### src/rtl/qrd_pkg.sv
// Package for the quote reprice decider: word types, field widths,
// action codes and configuration register indexes.
// No dependencies; imported by every module of the block.
package qrd_pkg;

    // Field widths fixed by the word formats.
    localparam int PRICE_W = 48;
    localparam int FLOW_W  = 16;
    localparam int ID_W    = 48;
    localparam int TICK_W  = 32;
    localparam int Q88_W   = 16;
    localparam int ACT_W   = 2;

    // Shared multiplier operand and product widths.
    localparam int MUL_W  = 32;
    localparam int PROD_W = 2 * MUL_W;

    // Configuration port widths.
    localparam int CFG_IDX_W  = 3;
    localparam int CFG_DATA_W = 48;

    // Action codes carried in action_kind.
    localparam logic [ACT_W-1:0] ACT_NONE    = 2'd0;
    localparam logic [ACT_W-1:0] ACT_NEW     = 2'd1;
    localparam logic [ACT_W-1:0] ACT_REPLACE = 2'd2;

    // Configuration register indexes.
    localparam logic [CFG_IDX_W-1:0] CFG_TICK_SIZE     = 3'd0;
    localparam logic [CFG_IDX_W-1:0] CFG_HALF_SPREAD   = 3'd1;
    localparam logic [CFG_IDX_W-1:0] CFG_ALPHA         = 3'd2;
    localparam logic [CFG_IDX_W-1:0] CFG_INV_SKEW      = 3'd3;
    localparam logic [CFG_IDX_W-1:0] CFG_REPRICE_THR   = 3'd4;

    // Market update word.
    typedef struct packed {
        logic signed [PRICE_W-1:0] mid_price;
        logic signed [FLOW_W-1:0]  flow_imbalance;
    } upd_word_t;

    // Quote action word.
    typedef struct packed {
        logic [ACT_W-1:0]          action_kind;
        logic signed [PRICE_W-1:0] bid_price_out;
        logic signed [PRICE_W-1:0] ask_price_out;
        logic [ID_W-1:0]           cancelled_bid_id;
        logic [ID_W-1:0]           cancelled_ask_id;
        logic [ID_W-1:0]           fresh_bid_id;
        logic [ID_W-1:0]           fresh_ask_id;
    } quote_word_t;

endpackage

### src/rtl/qrd_mul.sv
// Shared unsigned 32 x 32 multiplier with a registered product.
// Depends on qrd_pkg for the operand and product widths.
module qrd_mul
(
    input  logic                        clk,
    input  logic [qrd_pkg::MUL_W-1:0]   op_a,
    input  logic [qrd_pkg::MUL_W-1:0]   op_b,
    output logic [qrd_pkg::PROD_W-1:0]  prod
);
    import qrd_pkg::*;

    logic [PROD_W-1:0] prod_reg;

    // One product per cycle, ready the cycle after the operands.
    always_ff @(posedge clk)
    begin
        prod_reg <= PROD_W'(op_a) * PROD_W'(op_b);
    end

    assign prod = prod_reg;

endmodule

### config.mk
export PLATFORM = sky130hd
export DESIGN_NAME = qrd_mul
export DESIGN_NICKNAME = d
export VERILOG_FILES = /design/src/rtl/qrd_pkg.sv /design/src/rtl/qrd_mul.sv
export SDC_FILE = /design/constraint.sdc
export NUM_CORES = 2
export LEC_CHECK = 0
export BUFFER_PORTS_ARGS = -buffer_cell sky130_fd_sc_hd__buf_2
export CAP_MARGIN = 10
export CORE_UTILIZATION = 55
export CTS_CLUSTER_DIAMETER = 80
export CTS_CLUSTER_SIZE = 30
export DETAILED_ROUTE_END_ITERATION = 8
export PLACE_DENSITY = 0.81
export SLEW_MARGIN = 5
export SYNTH_ARGS = -nofsm -noshare
export SYNTH_HDL_FRONTEND = slang
export SYNTH_SLANG_ARGS = --single-unit
### constraint.sdc
create_clock -name clk -period 8.6 [get_ports clk]
set_clock_uncertainty 0.1 [all_clocks]
set_input_delay 0.43 -clock clk [delete_from_list [all_inputs] [get_ports clk]]
set_output_delay 0.43 -clock clk [all_outputs]
set_load 0.05 [all_outputs]
==> Word-level counts from Yosys, hierarchy flattened <==
Index checks and enable logic that the tools add are counted.
{ "totals": {"ff_bits": 64, "latch_bits": 0, "ram_bits": 0, "rom_bits": 0, "in_bits": 65, "output_inout_bits": 64, "wordCells": 2, "memories": 0} }
{ "classes": {"addsub": 0, "mul": 1, "n_div": 0, "order_cmp": 0, "n_eq_ne": 0, "n_shift": 0, "n_mux": 0, "n_bitwise": 0, "n_reduce_logical": 0} }
{ "ops": {"columns": ["op", "count"], "rows": [
  ["$mul A32 B32 Y64", 1]
]} }

==> Depth between registers and ports, before layout <==
{ "logic_depth": {"word_depth": 1, "depth_mapped": 29, "ltp_nobuf": 27} }

==> Least setup slack after synthesis <==
No wires, ideal clock.
{ "synth_path": {"path_kind": "input port to flip-flop", "startpoint": "input port op_a[25] in the netlist's numbering", "endpoint": "register prod_reg[62], in the netlist prod[62]", "setup_time_ns": 0.072, "t_arrival_ns": 7.111, "required_time_ns": 8.428, "slack_ns": 1.317, "cell_stages": 25, "n_path_buf": 2, "cell_sequence": "clkbuf_1 > nand2_1 > fa_1 > inv_1 > fa_1 > inv_1 > fa_1 > inv_1 > fa_1 > fa_1 > fa_1 > fa_1 > inv_1 > fa_1 > inv_1 > ha_1 > buf_2 > nand4_1 > or4_1 > or3_1 > a31oi_1 > a31o_2 > a211oi_1 > o21ai_1 > xor2_1"} }
{ "synth_between": {"elab_chain_len": 1} }
{ "synth_lines": {"columns": ["item", "line", "source"], "rows": [
  ["start: declaration", "qrd_mul.sv:6", "input logic [qrd_pkg::MUL_W-1:0] op_a,"],
  ["$mul A32 B32 Y64", "qrd_mul.sv:17", "prod_reg <= PROD_W'(op_a) * PROD_W'(op_b);"],
  ["end signal: assignment", "qrd_mul.sv:17", null],
  ["end: declaration", "qrd_mul.sv:12", "logic [PROD_W-1:0] prod_reg;"]
]} }
No other way between the ends.

==> Worst setup path in the final report <==
{ "layout_path": {"startpoint": "input port op_a[16] in the netlist's numbering", "endpoint": "register prod_reg[62], in the netlist prod[62]"} }
Same word-level chain as after synthesis.

==> summary.md <==
| Metric | Value |
|---|---|
| Number of buffers added to fix hold violations after cts | 0 |
| Outcome | complete, no violations |
| Top FF cell, synth | dfxtp_1 |
| Total Die Area | 0.0641 mm^2 |
| Clk slew on worst S/H paths | 0.06 ns |
| Kind of end point of the critical path | register |
| Synth-to-Final Area Change | 4.45% |
| First-pass GRT wire length | 146 mm |
| Critical path start-end classification | input pin to register |
| DRC violation count after routing | 0 |
| Number of setup buffers added after CTS | 0 |
| Max Fclk | 125 MHz |
| Via-per-instance ratio | 5.59 |
| Violation count after the first detailed-route iteration | between 1.5k and 2k |
| Final design instance area without fill | 0.0362 mm^2 |
| Resized Gates After CTS | 0 |
| Slowest-stage cell, CP | fa_1 |
| Main area contributors after synthesis | fa_1 52%, and2_1 11%, ha_1 9.5% |
| Worst-case clock buffer depth | 2 |
| Count of cell types in the netlist | 57 |
| CP most frequent cell | fa_1 |
| Number of cells produced by synthesis | 3748 |
| Post-Route Hold Slack | 0.655 ns |
| Max-cap viol count | 0 |
| Share of post-route cells with drive strength above 1 | 5.52% |
| Via count of the routed design | 25.4k |
| Remaining global-route overflow | 0 |
| Half-perimeter wire length after placement | 76.0 mm |
| Critical path startpoint category | input pin |
| Dominant cell type by area after synthesis | fa_1 |
| Normalized max-slew margin | 48.5% |
| 1st-pass router iterations | 5 |
| Final #Nets | a little under 5k |
| Routed wire length per instance | 19.9 um |
| Row count | about 90 |
| Initial cell density of the core | 55.9% |
| Vias in the first global route | 28.0k |
| Worst Path Required | 8.77 ns |
| Synthesized netlist net count | 4972 |
| Number of port buffers | 128 |
| Setup TNS | 0 ns |
| Clock tree from TritonCTS | done |
| Buffer cell driving the clock tree root | clkbuf_16 |
| Time the worst path needs with I/O delays and setup | about 8 ns |
| Total wire length after detailed routing | 90.7 mm |
| Worst Path Arrival | about 8.2 ns |
| Fraction of post-synthesis cell area in the top cell type by area | approximately half |
| Post-synth EDFFs | 0 |
| Mapped cell area | 0.0347 mm^2 |
| Cell Chain, Critical Path | buf_2, buf_4, and2_1, fa_1, fa_1, inv_1, fa_1, inv_1, fa_1, fa_1, fa_1, fa_1, fa_1, ha_1, nand4_1, or4_1, or3_1, a31oi_1, a31o_2, a211oi_1, o21ai_1, xor2_1 |
| Final slew viol count | 0 |
| Final Cycle Share | 93.4% |
| Final GP Congestion | 0.944 |
| Critical-path maximum fanout | 17 |
| Cts bufs inserted | 9 |
| Core ar. | a little over 0.06 mm^2 |
| Slew at the pin closest to its max-slew limit | between 0.7 and 0.8 ns |
| RSZ-0062 raised after global routing | no |
| Path type of the worst min-delay path | input pin to register |
| Number of antenna violations at the first check in global routing | 3 |
| Average footprint of a synthesized cell | about 9.3 um^2 |
| I/O pin cnt | 129 |
| Total routing resource utilization after global routing | 29.7% |
| Flip-flop count of the largest register after layout | 64 |
| Max stage delay on crit path | approximately 0.64 ns |
| Post-synthesis async set-or-reset flop share | 0% |
| Final hold viol count | 0 |
| Number of warnings issued by yosys | 0 |
| Remaining number of nets flagged by the antenna check after routing | 0 |
| Post-detailed-placement cell area | roughly 0.036 mm^2 |
| H-tree depth reported by CTS | 3 |
| DIE HEIGHT | 253 um |
| Number of storage elements in the synthesis netlist | 64 |
| Pin count of the biggest net entering global routing | 33 |
| Total clock sinks | 64 |
| Horiz. Die Dim | 253 um |
| Post-synthesis sequential area ratio | 3.69% |
| Fraction of the core area covered by cells at the end of the flow | 58.4% |
| Number of endpoints failing setup at the final stage | 0 |
layout by cell type, fill, tap and decap left out, types with 10 or more instances in the layout:
master,n
a21o_1,40
a21oi_1,63
a31oi_1,12
and2_1,602
and3_1,14
buf_2,128
buf_4,44
dfxtp_1,64
fa_1,896
ha_1,263
inv_1,865
nand2_1,480
nand3_1,10
nand4_1,23
nor2_1,20
o21ai_0,21
o21bai_1,10
xnor2_1,35
xor2_1,25
final cells by class:
class                      instances  area [um^2]
antenna                            1         2.50
clock buffer                       9          225
clock inverter                     6          109
fill                            5183        25800
inverter                         865         3250
multi-input combinational       2599        29300
sequential                        64         1280
tap                              837         1050
timing repair buffer             173          991
per-stage QoR:
step,cells,setup slack (ns)
finish,4554,0.572
global route,4554,0.294
floorplan,3748,1.32
CTS,4553,0.726
detailed placement,4538,0.339
global placement,4538,0.578
cell families (layout without fill, tap and decap cells):
family	count (synthesis)	count (layout)	synth area share, %
xor gates and xnor gates	60	60	1.52
buffers and inverters	1085	1053	11.8
muxes	1	1	0.0289
AOI/OAI and AO/OA	202	202	4.15
and+or+nand+nor	1177	1177	17.6
adders and majority gates	1159	1159	61.2
other	0	1	0
DFF	64	64	3.69
Yosys cell counts, types with 3 or more instances:
cell type    n
clkbuf_1   213
or3_1        3
inv_1      865
ha_1       263
xor2_1      25
a221o_1      4
o21ai_0     21
nand2_1    480
a211oi_1     3
a21o_1      40
nor3_1       7
nor2_1      20
fa_1       896
o21a_1       9
a21boi_1     3
a21oi_2      3
and2_1     602
nand3_1     10
o21ai_1      5
or4_1        3
and3_1      14
nand4_1     23
o31ai_4      3
a21oi_1     63
o221ai_1     3
or2_2        3
xnor2_1     35
and4_1       3
buf_2        6
a31oi_1     12
a221oi_4     3
o21bai_1    10
dfxtp_1     64
critical path, delay by kind of cell:
kind | cells | cell delay, ns
xor+xnor | 1 | 0.16
simple gates | 4 | 1.34
compound gates | 4 | 0.98
fa+ha+maj | 9 | 4.49
buf+inv | 4 | 0.80
worst paths after layout:
kind	from	endpoint	slack, ns	cells after the start
min	op_a[0]	prod[0]	0.65	3
max	op_a[16]	prod[62]	0.57	22
per-layer routing:
metal / vias up / GRT usage [%] / share of wire (%)
li1: 10800 / - / -
met1: 13100 / 33.9 / 34
met2: 1159 / 52.2 / 52
met3: 382 / 3.84 / 6.5
met4: 4 / 19.8 / 7.7
met5: - / 0 / 0.031
Power is left out: the tool's default activity adds up to more than one toggle a clock period on the data nets, which glitch-free logic cannot reach.
